==> src/design/lsr_pkg.sv <==
package lsr_pkg;

    localparam int IN_COORD_W   = 12;
    localparam int PIX_W        = 10;
    localparam int CFG_W        = 11;
    localparam int CFG_ADDR_W   = 1;
    localparam int IN_TDATA_W   = 4 * IN_COORD_W;
    localparam int OUT_TDATA_W  = 24;
    localparam int CANVAS_RESET = 600;

    typedef enum logic [CFG_ADDR_W-1:0] {
        REG_CANVAS_WIDTH  = 1'b0,
        REG_CANVAS_HEIGHT = 1'b1
    } cfg_reg_t;

    typedef enum logic {
        OP_LOAD    = 1'b0,
        OP_ADVANCE = 1'b1
    } op_t;

    // control handed from the input stage to the stepping engine
    typedef struct packed {
        logic valid;
        op_t  op;
    } item_ctrl_t;

endpackage

==> src/design/line_segment_rasterizer.sv <==
// Channel   Dir  Words                         Sideband
// cfg       in   cfg_addr (reg), cfg_data      -
// s_axis    in   start_x/start_y/end_x/end_y   tuser = opcode (0 load, 1 advance)
// m_axis    out  pixel_x/pixel_y               tlast = last_pixel
//
// One input word and one pixel per clock while m_axis is not stalled. An advance word is
// registered in the input stage, then its pixel in lsr_engine as the error accumulator steps.
// Endpoints are clamped in the input register stage, the segment is set up on the next edge.
// Reset sets both canvas sizes to 600 (or MAX_SIDE if less), dropping any segment in progress.
// A stalled output word holds an advance waiting in the input stage; tready is high otherwise.
module line_segment_rasterizer #(
    parameter int MAX_SIDE = 1024
) (
    input  logic                             clk,
    input  logic                             rst_n,
    input  logic                             cfg_valid,
    output logic                             cfg_ready,
    input  logic [lsr_pkg::CFG_ADDR_W-1:0]   cfg_addr,
    input  logic [lsr_pkg::CFG_W-1:0]        cfg_data,
    input  logic                             s_axis_tvalid,
    output logic                             s_axis_tready,
    input  logic [lsr_pkg::IN_TDATA_W-1:0]   s_axis_tdata,   // start_x, start_y, end_x, end_y
    input  logic                             s_axis_tuser,   // opcode
    output logic                             m_axis_tvalid,
    input  logic                             m_axis_tready,
    output logic [lsr_pkg::OUT_TDATA_W-1:0]  m_axis_tdata,   // pixel_x, pixel_y, zero pad
    output logic                             m_axis_tlast
);

    localparam int CW = $clog2(MAX_SIDE);

    lsr_pkg::item_ctrl_t item;
    logic                take;
    logic [CW-1:0]       x1, y1, x2, y2;

    lsr_front #(
        .MAX_SIDE (MAX_SIDE)
    ) u_front (
        .clk           (clk),
        .rst_n         (rst_n),
        .cfg_valid     (cfg_valid),
        .cfg_ready     (cfg_ready),
        .cfg_addr      (cfg_addr),
        .cfg_data      (cfg_data),
        .s_axis_tvalid (s_axis_tvalid),
        .s_axis_tready (s_axis_tready),
        .s_axis_tdata  (s_axis_tdata),
        .s_axis_tuser  (s_axis_tuser),
        .take          (take),
        .item          (item),
        .x1            (x1),
        .y1            (y1),
        .x2            (x2),
        .y2            (y2)
    );

    lsr_engine #(
        .MAX_SIDE (MAX_SIDE)
    ) u_engine (
        .clk           (clk),
        .rst_n         (rst_n),
        .item          (item),
        .x1            (x1),
        .y1            (y1),
        .x2            (x2),
        .y2            (y2),
        .take          (take),
        .m_axis_tvalid (m_axis_tvalid),
        .m_axis_tready (m_axis_tready),
        .m_axis_tdata  (m_axis_tdata),
        .m_axis_tlast  (m_axis_tlast)
    );

endmodule

==> src/design/lsr_front.sv <==
module lsr_front #(
    parameter int MAX_SIDE = 1024
) (
    input  logic                             clk,
    input  logic                             rst_n,
    input  logic                             cfg_valid,
    output logic                             cfg_ready,
    input  logic [lsr_pkg::CFG_ADDR_W-1:0]   cfg_addr,
    input  logic [lsr_pkg::CFG_W-1:0]        cfg_data,
    input  logic                             s_axis_tvalid,
    output logic                             s_axis_tready,
    input  logic [lsr_pkg::IN_TDATA_W-1:0]   s_axis_tdata,
    input  logic                             s_axis_tuser,
    input  logic                             take,
    output lsr_pkg::item_ctrl_t              item,
    output logic [$clog2(MAX_SIDE)-1:0]      x1,
    output logic [$clog2(MAX_SIDE)-1:0]      y1,
    output logic [$clog2(MAX_SIDE)-1:0]      x2,
    output logic [$clog2(MAX_SIDE)-1:0]      y2
);

    localparam int CW = $clog2(MAX_SIDE);
    localparam int SW = (CW + 1 > lsr_pkg::CFG_W) ? CW + 1 : lsr_pkg::CFG_W;
    localparam int VW = (CW > lsr_pkg::IN_COORD_W) ? CW : lsr_pkg::IN_COORD_W;
    localparam int RST_SIDE = (lsr_pkg::CANVAS_RESET > MAX_SIDE) ? MAX_SIDE
                                                                  : lsr_pkg::CANVAS_RESET;
    localparam int CI = lsr_pkg::IN_COORD_W;

    // canvas limits kept as side - 1, the side already forced into [1, MAX_SIDE]
    logic [CW-1:0] lim_x_reg, lim_x_next;
    logic [CW-1:0] lim_y_reg, lim_y_next;
    logic [CW-1:0] lim_wr;
    logic [SW-1:0] side_wr;

    logic          valid_reg, valid_next;
    lsr_pkg::op_t  op_reg;
    logic [CW-1:0] x1_reg, y1_reg, x2_reg, y2_reg;
    logic          accept;

    function automatic logic [CW-1:0] clamp(input logic [CI-1:0] v,
                                            input logic [CW-1:0] lim);
        logic [CW-1:0] r;
        begin
            if (v[CI-1])
            begin
                r = '0;
            end
            else if (VW'(v) > VW'(lim))
            begin
                r = lim;
            end
            else
            begin
                r = CW'(v);
            end
            return r;
        end
    endfunction

    assign cfg_ready = 1'b1;

    always_comb
    begin
        if (cfg_data == '0)
        begin
            side_wr = SW'(1);
        end
        else if (SW'(cfg_data) > SW'(MAX_SIDE))
        begin
            side_wr = SW'(MAX_SIDE);
        end
        else
        begin
            side_wr = SW'(cfg_data);
        end
        lim_wr = CW'(side_wr - SW'(1));
    end

    always_comb
    begin
        lim_x_next = lim_x_reg;
        lim_y_next = lim_y_reg;
        if (cfg_valid)
        begin
            unique case (lsr_pkg::cfg_reg_t'(cfg_addr))
                lsr_pkg::REG_CANVAS_WIDTH:  lim_x_next = lim_wr;
                lsr_pkg::REG_CANVAS_HEIGHT: lim_y_next = lim_wr;
                default: ;
            endcase
        end
    end

    assign s_axis_tready = !valid_reg || take;
    assign accept        = s_axis_tvalid && s_axis_tready;

    always_comb
    begin
        if (accept)
        begin
            valid_next = 1'b1;
        end
        else if (take)
        begin
            valid_next = 1'b0;
        end
        else
        begin
            valid_next = valid_reg;
        end
    end

    always_ff @(posedge clk or negedge rst_n)
    begin
        if (!rst_n)
        begin
            lim_x_reg <= CW'(RST_SIDE - 1);
            lim_y_reg <= CW'(RST_SIDE - 1);
            valid_reg <= 1'b0;
        end
        else
        begin
            lim_x_reg <= lim_x_next;
            lim_y_reg <= lim_y_next;
            valid_reg <= valid_next;
        end
    end

    // endpoints are clamped on the way in
    always_ff @(posedge clk)
    begin
        if (accept)
        begin
            op_reg <= lsr_pkg::op_t'(s_axis_tuser);
            x1_reg <= clamp(s_axis_tdata[CI-1:0], lim_x_reg);
            y1_reg <= clamp(s_axis_tdata[2*CI-1:CI], lim_y_reg);
            x2_reg <= clamp(s_axis_tdata[3*CI-1:2*CI], lim_x_reg);
            y2_reg <= clamp(s_axis_tdata[4*CI-1:3*CI], lim_y_reg);
        end
    end

    assign item.valid = valid_reg;
    assign item.op    = op_reg;
    assign x1 = x1_reg;
    assign y1 = y1_reg;
    assign x2 = x2_reg;
    assign y2 = y2_reg;

endmodule

==> src/design/lsr_engine.sv <==
module lsr_engine #(
    parameter int MAX_SIDE = 1024
) (
    input  logic                             clk,
    input  logic                             rst_n,
    input  lsr_pkg::item_ctrl_t              item,
    input  logic [$clog2(MAX_SIDE)-1:0]      x1,
    input  logic [$clog2(MAX_SIDE)-1:0]      y1,
    input  logic [$clog2(MAX_SIDE)-1:0]      x2,
    input  logic [$clog2(MAX_SIDE)-1:0]      y2,
    output logic                             take,
    output logic                             m_axis_tvalid,
    input  logic                             m_axis_tready,
    output logic [lsr_pkg::OUT_TDATA_W-1:0]  m_axis_tdata,
    output logic                             m_axis_tlast
);

    localparam int CW = $clog2(MAX_SIDE);
    localparam int EW = CW + 2;
    localparam int PW = lsr_pkg::PIX_W;

    logic          busy_reg, busy_next;
    logic          steep_reg, steep_next;
    logic [CW-1:0] current_x_reg, current_x_next;
    logic [CW-1:0] current_y_reg, current_y_next;
    logic [CW-1:0] major_end_reg, major_end_next;
    logic [CW:0]   minor_delta2_reg, minor_delta2_next;   // 2*|d|
    logic [CW:0]   step_span_reg, step_span_next;         // 2*(M - |d|)
    logic          minor_direction_reg, minor_direction_next;
    logic [EW-1:0] rounding_error_reg, rounding_error_next;

    logic          out_valid_reg, out_valid_next;
    logic [PW-1:0] pix_x_reg, pix_y_reg;
    logic          last_reg;

    logic          is_load, is_adv, stall, produce;

    // load datapath
    logic [CW-1:0] adx, ady, major_d, minor_d;
    logic [CW-1:0] sx, sy, ex, ey;
    logic          ld_steep, ld_dir;

    // advance datapath
    logic [CW-1:0] major_pos;
    logic          last_px, minor_step;
    logic [CW-1:0] minor_pos, minor_moved;

    assign is_load = item.valid && (item.op == lsr_pkg::OP_LOAD);
    assign is_adv  = item.valid && (item.op == lsr_pkg::OP_ADVANCE);
    assign stall   = is_adv && busy_reg && out_valid_reg && !m_axis_tready;
    assign take    = item.valid && !stall;
    assign produce = take && is_adv && busy_reg;

    always_comb
    begin
        adx      = (x1 >= x2) ? x1 - x2 : x2 - x1;
        ady      = (y1 >= y2) ? y1 - y2 : y2 - y1;
        ld_steep = ady > adx;
        if (!ld_steep)
        begin
            if (x1 > x2)
            begin
                sx = x2; sy = y2; ex = x1; ey = y1;
            end
            else
            begin
                sx = x1; sy = y1; ex = x2; ey = y2;
            end
            major_d = adx;
            minor_d = ady;
            ld_dir  = ey < sy;
        end
        else
        begin
            if (y1 > y2)
            begin
                sx = x2; sy = y2; ex = x1; ey = y1;
            end
            else
            begin
                sx = x1; sy = y1; ex = x2; ey = y2;
            end
            major_d = ady;
            minor_d = adx;
            ld_dir  = ex < sx;
        end
    end

    // step when err + 2|d| reaches 2M, i.e. err >= 2(M - |d|)
    always_comb
    begin
        major_pos   = steep_reg ? current_y_reg : current_x_reg;
        minor_pos   = steep_reg ? current_x_reg : current_y_reg;
        last_px     = major_pos >= major_end_reg;
        minor_step  = rounding_error_reg >= EW'(step_span_reg);
        minor_moved = minor_direction_reg ? minor_pos - CW'(1) : minor_pos + CW'(1);
    end

    always_comb
    begin
        busy_next            = busy_reg;
        steep_next           = steep_reg;
        current_x_next       = current_x_reg;
        current_y_next       = current_y_reg;
        major_end_next       = major_end_reg;
        minor_delta2_next    = minor_delta2_reg;
        step_span_next       = step_span_reg;
        minor_direction_next = minor_direction_reg;
        rounding_error_next  = rounding_error_reg;

        if (take && is_load)
        begin
            busy_next            = 1'b1;
            steep_next           = ld_steep;
            current_x_next       = sx;
            current_y_next       = sy;
            major_end_next       = ld_steep ? ey : ex;
            minor_delta2_next    = {minor_d, 1'b0};
            step_span_next       = {CW'(major_d - minor_d), 1'b0};
            minor_direction_next = ld_dir;
            if (ld_dir && (major_d != '0))
            begin
                rounding_error_next = EW'(major_d - CW'(1));
            end
            else
            begin
                rounding_error_next = EW'(major_d);
            end
        end
        else if (produce)
        begin
            if (last_px)
            begin
                busy_next = 1'b0;
            end
            else
            begin
                if (minor_step)
                begin
                    rounding_error_next = rounding_error_reg - EW'(step_span_reg);
                end
                else
                begin
                    rounding_error_next = rounding_error_reg + EW'(minor_delta2_reg);
                end
                if (steep_reg)
                begin
                    current_y_next = current_y_reg + CW'(1);
                    if (minor_step)
                    begin
                        current_x_next = minor_moved;
                    end
                end
                else
                begin
                    current_x_next = current_x_reg + CW'(1);
                    if (minor_step)
                    begin
                        current_y_next = minor_moved;
                    end
                end
            end
        end
    end

    always_comb
    begin
        if (produce)
        begin
            out_valid_next = 1'b1;
        end
        else if (m_axis_tready)
        begin
            out_valid_next = 1'b0;
        end
        else
        begin
            out_valid_next = out_valid_reg;
        end
    end

    always_ff @(posedge clk or negedge rst_n)
    begin
        if (!rst_n)
        begin
            busy_reg            <= 1'b0;
            steep_reg           <= 1'b0;
            current_x_reg       <= '0;
            current_y_reg       <= '0;
            major_end_reg       <= '0;
            minor_delta2_reg    <= '0;
            step_span_reg       <= '0;
            minor_direction_reg <= 1'b0;
            rounding_error_reg  <= '0;
            out_valid_reg       <= 1'b0;
        end
        else
        begin
            busy_reg            <= busy_next;
            steep_reg           <= steep_next;
            current_x_reg       <= current_x_next;
            current_y_reg       <= current_y_next;
            major_end_reg       <= major_end_next;
            minor_delta2_reg    <= minor_delta2_next;
            step_span_reg       <= step_span_next;
            minor_direction_reg <= minor_direction_next;
            rounding_error_reg  <= rounding_error_next;
            out_valid_reg       <= out_valid_next;
        end
    end

    always_ff @(posedge clk)
    begin
        if (produce)
        begin
            pix_x_reg <= PW'(current_x_reg);
            pix_y_reg <= PW'(current_y_reg);
            last_reg  <= last_px;
        end
    end

    assign m_axis_tvalid = out_valid_reg;
    assign m_axis_tdata  = {{(lsr_pkg::OUT_TDATA_W - 2 * PW){1'b0}}, pix_y_reg, pix_x_reg};
    assign m_axis_tlast  = last_reg;

endmodule

==> config.mk <==
export PLATFORM = sky130hd
export DESIGN_NAME = line_segment_rasterizer
export DESIGN_NICKNAME = d
export VERILOG_FILES = /design/src/design/lsr_pkg.sv /design/src/design/line_segment_rasterizer.sv /design/src/design/lsr_front.sv /design/src/design/lsr_engine.sv
export SDC_FILE = /design/constraint.sdc
export NUM_CORES = 1
export LEC_CHECK = 0
export BUFFER_PORTS_ARGS = -buffer_cell sky130_fd_sc_hd__buf_2
export CAP_MARGIN = 5
export CORE_MARGIN = 2
export CORE_UTILIZATION = 35
export CTS_CLUSTER_SIZE = 24
export DETAILED_ROUTE_END_ITERATION = 10
export GPL_ROUTABILITY_DRIVEN = 0
export PLACE_DENSITY = 0.53
export SYNTH_ARGS = -nofsm -noshare
export SYNTH_HDL_FRONTEND = slang
export SYNTH_SLANG_ARGS = --single-unit
==> constraint.sdc <==
create_clock -name clk -period 7.61 [get_ports clk]
set_clock_uncertainty 0.05 [all_clocks]
set_input_delay 0.761 -clock clk [delete_from_list [all_inputs] [get_ports clk]]
set_output_delay 0.761 -clock clk [all_outputs]
set_load 0.005 [all_outputs]
==> results.cfg, run 1 <==
[flow_run]
maxCapViolCount = 0

[synthesis]
syn-instance-count = 1609
synth_seq_area_share = 0.2939
netlist_area_um2 = 13790
synth_edf_count = 62
async_flop_share = 0.5839
synth_seq_cells = 149
synthFlopType = dfrtp_1
ys_types = 92
yosysWarnings = 0
avgSynthCellArea_um2 = 8.573

[routing]
drtPass1Iterations = 7
dr.first_iter.drc_count = 892
drc = 0
wirelength_um = 40660
wl_per_cell_um = 18.65
via_count = 11950
antenna_left = 0
viasPerCell = 5.481

[final_layout]
antenna_cells = 0
area_delta_synth_final_pct = 10.54
final_util = 0.3936
largest_reg_flops = 12
fin_nets = 1854
layout_common_cells = 132 x nand2_1, 132 x ha_1, 122 x inv_1, 122 x o21ai_0, 116 x nor2_1
drive_gt1_frac = 0.1348

[cts]
clk_latency_ps = 450
post-cts-setup-buffers = 0
hold_buffers = 0
cts_made_buffers = 17
path_clk_slew_ps = 70
cts_root_buf = clkbuf_16
post_cts_resized = 0
clock_sinks = 149
h-tree-depth = 4
cts_max_path_buffers = 2
cts_tree = yes

[grt]
grt_pass1_wl_um = 64250
grt_usage = 0.1993
grt_max_degree = 65
antenna_found_initial = 0
overflow = 0
first_global_vias = 11430

[floorplanning]
ios = 94
num_rows = 72
design.core.area_um2 = 38740
initial_utilization = 0.3561
die_width_um = 202.5
die_area_um2 = 41020
fp.dieH_um = 202.5

[timing]
max_freq_ghz = 0.1496
setup_viol = 0
rsz0062_at_grt = no
tns_ps = 0
tightest_slew_ps = 1178
hold_viol = 0
period_share = 0.8782
maxSlewHeadroom = 0.2110
min_period_ps = 6683
slew_violations = 0
whs_ps = 161.9

[worst_setup_path]
path_buf_inv = 5
crit_arrival_ps = 6980
path_delay_family = compound AO/OA/AOI/OAI gates
end_kind = flop
start_kind = flop
path_class = flop to flop
crit_path_max_incr_delay_ps = 580
worstPathMaxFanout = 31
cpMostUsedCell = inv_1
worstPathRequired_ps = 7910
cpMaxStageDelayCell = a2111oi_0
path_cells = inv_1 -> ha_1 -> inv_1 -> fa_1 -> a21o_1 -> a221o_1 -> a211o_1 -> mux2_2 -> xnor2_1 -> inv_1 -> ha_1 -> nand4_1 -> o21ai_0 -> o21ai_4 -> buf_4 -> a2111oi_0 -> a41oi_1 -> buf_4 -> or2_4 -> mux2_4 -> o221ai_2

[power]
ir_drop_v = 0.0002129
leakage_uw = 0.006660
powerDensity_nw_per_um2 = 450.9

[placed_design]
port_buffers = 88
hpwl_um = 31950

[worst_hold_path]
min_path_type = input pin to asynchronous set/reset pin

[status]
status = completed
[worst paths after layout]
check | from | end | slack (ps) | cells after the start
max | u_front.y1[0] | u_engine.rounding_error_reg[1] | 930 | 21
min | rst_n | u_engine.step_span_reg[3] | 160 | 1
max reg2reg | u_front.y1[0] | u_engine.rounding_error_reg[1] | 930 | 21
min reg2reg | u_engine.current_x_reg[9] | u_engine.pix_x_reg[9] | 400 | 0
max in group asynchronous | rst_n | u_engine.steep_reg | 6150 | 2
min in group clk | u_engine.current_x_reg[9] | u_engine.pix_x_reg[9] | 400 | 0
[cells in the mapped netlist, drive strengths merged (21+ instances only)]
cell type,number,area [um2]
xor2,23,216.5
nand4,21,131.4
a21o,24,180.2
edfxtp,62,1862
a211oi,33,260.3
mux2i,41,410.4
ha,132,1652
inv,122,457.9
clkbuf,58,217.7
buf,24,152.6
nor2,116,435.4
nor3,34,170.2
o21a,41,307.8
o211ai,35,267.8
mux2,50,566.8
a21oi,96,480.5
nand3,38,190.2
xnor2,35,321.6
nand2b,49,306.5
o21ai,125,625.6
nor2b,28,175.2
dfrtp,75,1877
nand2,132,495.5
[where the power goes]
group,switching (uW),total [uW],internal (uW)
Clock,354,844,490
Sequential,272,1390,1120
Combinational,2830,4640,1810
[through the flow]
step / area (um2) / worst slack [ps] / cells / power [uW]
finish: 15250 / 926.8 / 2180 / 6876
global placement: 14670 / 1134 / 2148 / 5944
global route: 15250 / 556.1 / 2180 / 7475
floorplan: 13810 / 1581 / 1612 / 4691
CTS: 15250 / 1055 / 2180 / 6859
detailed placement: 14670 / 1083 / 2148 / 5977
[layer usage]
metal,GRT usage,wire (um),vias up
li1,-,-,5944
met1,0.2774,19490,5688
met2,0.3249,18630,282
met3,0.02953,1883,35
met4,0.04901,656,0
met5,0,0,-
[cells by family (layout without fill, tap and decap cells)]
logic type | Yosys count | count (layout) | share of synthesized area
buf+inv | 204 | 254 | 0.06005
simple gates | 494 | 494 | 0.1785
fa+ha+maj | 139 | 139 | 0.1299
xor+xnor | 58 | 58 | 0.03900
other cells | 2 | 5 | 0.0005444
mux | 91 | 91 | 0.07084
compound gates | 472 | 472 | 0.2273
flops | 149 | 149 | 0.2939
[final cells by class]
class | instances | area (um2)
flip-flops and latches | 149 | 4055
fillers | 4002 | 23490
clock inverters | 9 | 90.09
well taps | 518 | 648.1
repair buffers | 100 | 533.0
clock buffers | 23 | 489.2
inverters | 122 | 457.9
multi-input cells | 1259 | 8975
No activity file was read; power rests on OpenSTA's default activity.
==> run 2, diff against run 1 <==
RECOVER_POWER = 100   (was default)
==> run 2 against run 1 <==
The run now ends with capacitance limit, slew limit left. Die area did not move. Clock-buffer cell count unchanged. Sequential share of layout area rose by 0.15 points. Maximum frequency shrank 2.0%.
==> results.cfg, run 2 (same netlist as run 1, synthesis figures left out) <==
[status]
status = finished with violations
violations = capacitance limit, slew limit

[routing]
drtPass1Iterations = 5
wl_per_cell_um = 18.68
viasPerCell = 5.532
via_count = 12060
drc = 0
wirelength_um = 40730
dr.first_iter.drc_count = 840
antenna_left = 0

[worst_setup_path]
crit_path_max_incr_delay_ps = 560
crit_arrival_ps = 7110
end_kind = flop
r2r_slack_ps = 790
r2r_cells = 21
worstReg2RegStart = u_front.y1[0]
cpMostUsedCell = inv_1
start_kind = flop
worstPathRequired_ps = 7900
path_class = flop to flop
cpMaxStageDelayCell = a2111oi_0
path_cells = inv_1 -> ha_1 -> inv_1 -> fa_1 -> a21o_1 -> a221o_1 -> a211o_1 -> mux2_2 -> xnor2_1 -> inv_1 -> ha_1 -> nand4_1 -> o21ai_0 -> o21ai_4 -> buf_4 -> a2111oi_0 -> a41oi_1 -> clkbuf_1 -> or2_4 -> mux2_4 -> o221ai_1
rr_endpoint = u_engine.rounding_error_reg[1]
worstPathMaxFanout = 31

[worst_hold_path]
min_path_type = flop to flop
worstHoldEndpoint = u_engine.pix_x_reg[9]
whs_path_depth = 0
hold_start = u_engine.current_x_reg[9]

[power]
powerDensity_nw_per_um2 = 450.0
seq_power_share = 0.204
ir_drop_v = 0.0002137
power.switching_uw = 3433
p_int_uw = 3389
power_uw = 6822
leakage_uw = 0.006608
combPwrFrac = 0.672
p_sw_frac = 0.5032
power_frac_clock = 0.124

[grt]
first_global_vias = 11430
grt_max_degree = 65
grt_usage = 0.1993
antenna_found_initial = 0
overflow = 0
grt_pass1_wl_um = 64250

[cts]
h-tree-depth = 4
post_cts_resized = 0
cts_tree = yes
post-cts-setup-buffers = 0
cts_root_buf = clkbuf_16
cts_made_buffers = 17
cts_max_path_buffers = 2
path_clk_slew_ps = 70
hold_buffers = 0
clock_sinks = 149
clk_latency_ps = 450

[timing]
slew_violations = 221
setup_viol = 0
period_share = 0.8959
min_period_ps = 6817
tns_ps = 0
max_freq_ghz = 0.1467
maxSlewHeadroom = -1.452
rsz0062_at_grt = no
tightest_slew_ps = 3678
hold_viol = 0

[flow_run]
maxCapViolCount = 6

[floorplanning]
fp.dieH_um = 202.5
ios = 94
initial_utilization = 0.3561
die_width_um = 202.5
design.core.area_um2 = 38740
num_rows = 72
die_area_um2 = 41020

[placed_design]
port_buffers = 88
hpwl_um = 31950

[final_layout]
fin_nets = 1854
antenna_cells = 0
largest_reg_flops = 12
area_delta_synth_final_pct = 9.895
layout_common_cells = 132 x nand2_1, 132 x ha_1, 123 x o21ai_0
drive_gt1_frac = 0.1137
==> run 2: how the worst max path moves through the flow <==
stage,from,to,slack (ps),cells past startpoint
after global placement,u_front.x1[0],u_engine.current_y_reg[4],1130,22
after global routing,u_front.x1[0],u_engine.current_y_reg[4],350,22
after CTS,u_front.x1[0],u_engine.current_y_reg[4],1050,22
final,u_front.y1[0],u_engine.rounding_error_reg[1],790,21
after detailed placement,u_front.x1[0],u_engine.current_y_reg[4],1080,22
after floorplan,u_front.y1[0],u_engine.rounding_error_reg[1],1580,26
==> run 2: layer usage <==
| layer | share of wire | track usage | wire (um) | up-vias |
|---|---|---|---|---|
| met5 | 0 | 0 | 0 | - |
| met4 | 0.017 | 0.04901 | 706 | 0 |
| li1 | - | - | - | 5949 |
| met2 | 0.46 | 0.3249 | 18590 | 323 |
| met3 | 0.049 | 0.02953 | 2011 | 40 |
| met1 | 0.48 | 0.2774 | 19420 | 5748 |
==> run 2: worst max-delay path, delay by kind of cell, from the launching register on <==
| family | cells | cell delay [ps] |
|---|---|---|
| XOR/XNOR | 1 | 400 |
| flip-flops | 1 | 440 |
| buffers and inverters | 5 | 970 |
| multiplexers | 2 | 620 |
| adder cells (fa/ha/maj) | 3 | 1070 |
| AO/OA/AOI/OAI | 8 | 2660 |
| AND/OR/NAND/NOR | 2 | 490 |
==> run 2: power by group through the flow <==
| stage | Clock (uW) | Combinational, uW | Sequential (uW) |
|---|---|---|---|
| 6_report | 844 | 4580 | 1390 |
| 4_1_cts | 863 | 4610 | 1390 |
| 2_1_floorplan | 0 | 3400 | 1300 |
| 3_3_place_gp | 0 | 4540 | 1400 |
| 3_5_place_dp | 0 | 4570 | 1410 |
| 5_1_grt | 900 | 5090 | 1430 |
==> run 2: final cells by class <==
type                    count  area, um2
inverters                 122      457.9
well taps                 518      648.1
fillers                  4026      23580
multi-input cells        1259       8919
clock inverters             9      90.09
repair buffers            100      501.7
flip-flops and latches    149       4054
clock buffers              23      489.2
==> run 2: metrics by stage <==
| stage | utilization | instances | area [um2] | setup slack, ps | hold WS, ps |
|---|---|---|---|---|---|
| finish | 0.3913 | 2180 | 15160 | 792.5 | 398.5 |
| floorplan | - | 1612 | 13810 | 1581 | 374.9 |
| CTS | 0.3936 | 2180 | 15250 | 1055 | 165.3 |
| global placement | 0.3787 | 2148 | 14670 | 1134 | 387.1 |
| detailed placement | 0.3787 | 2148 | 14670 | 1083 | 383.8 |
| global route | 0.3913 | 2180 | 15160 | 352.2 | 414.7 |
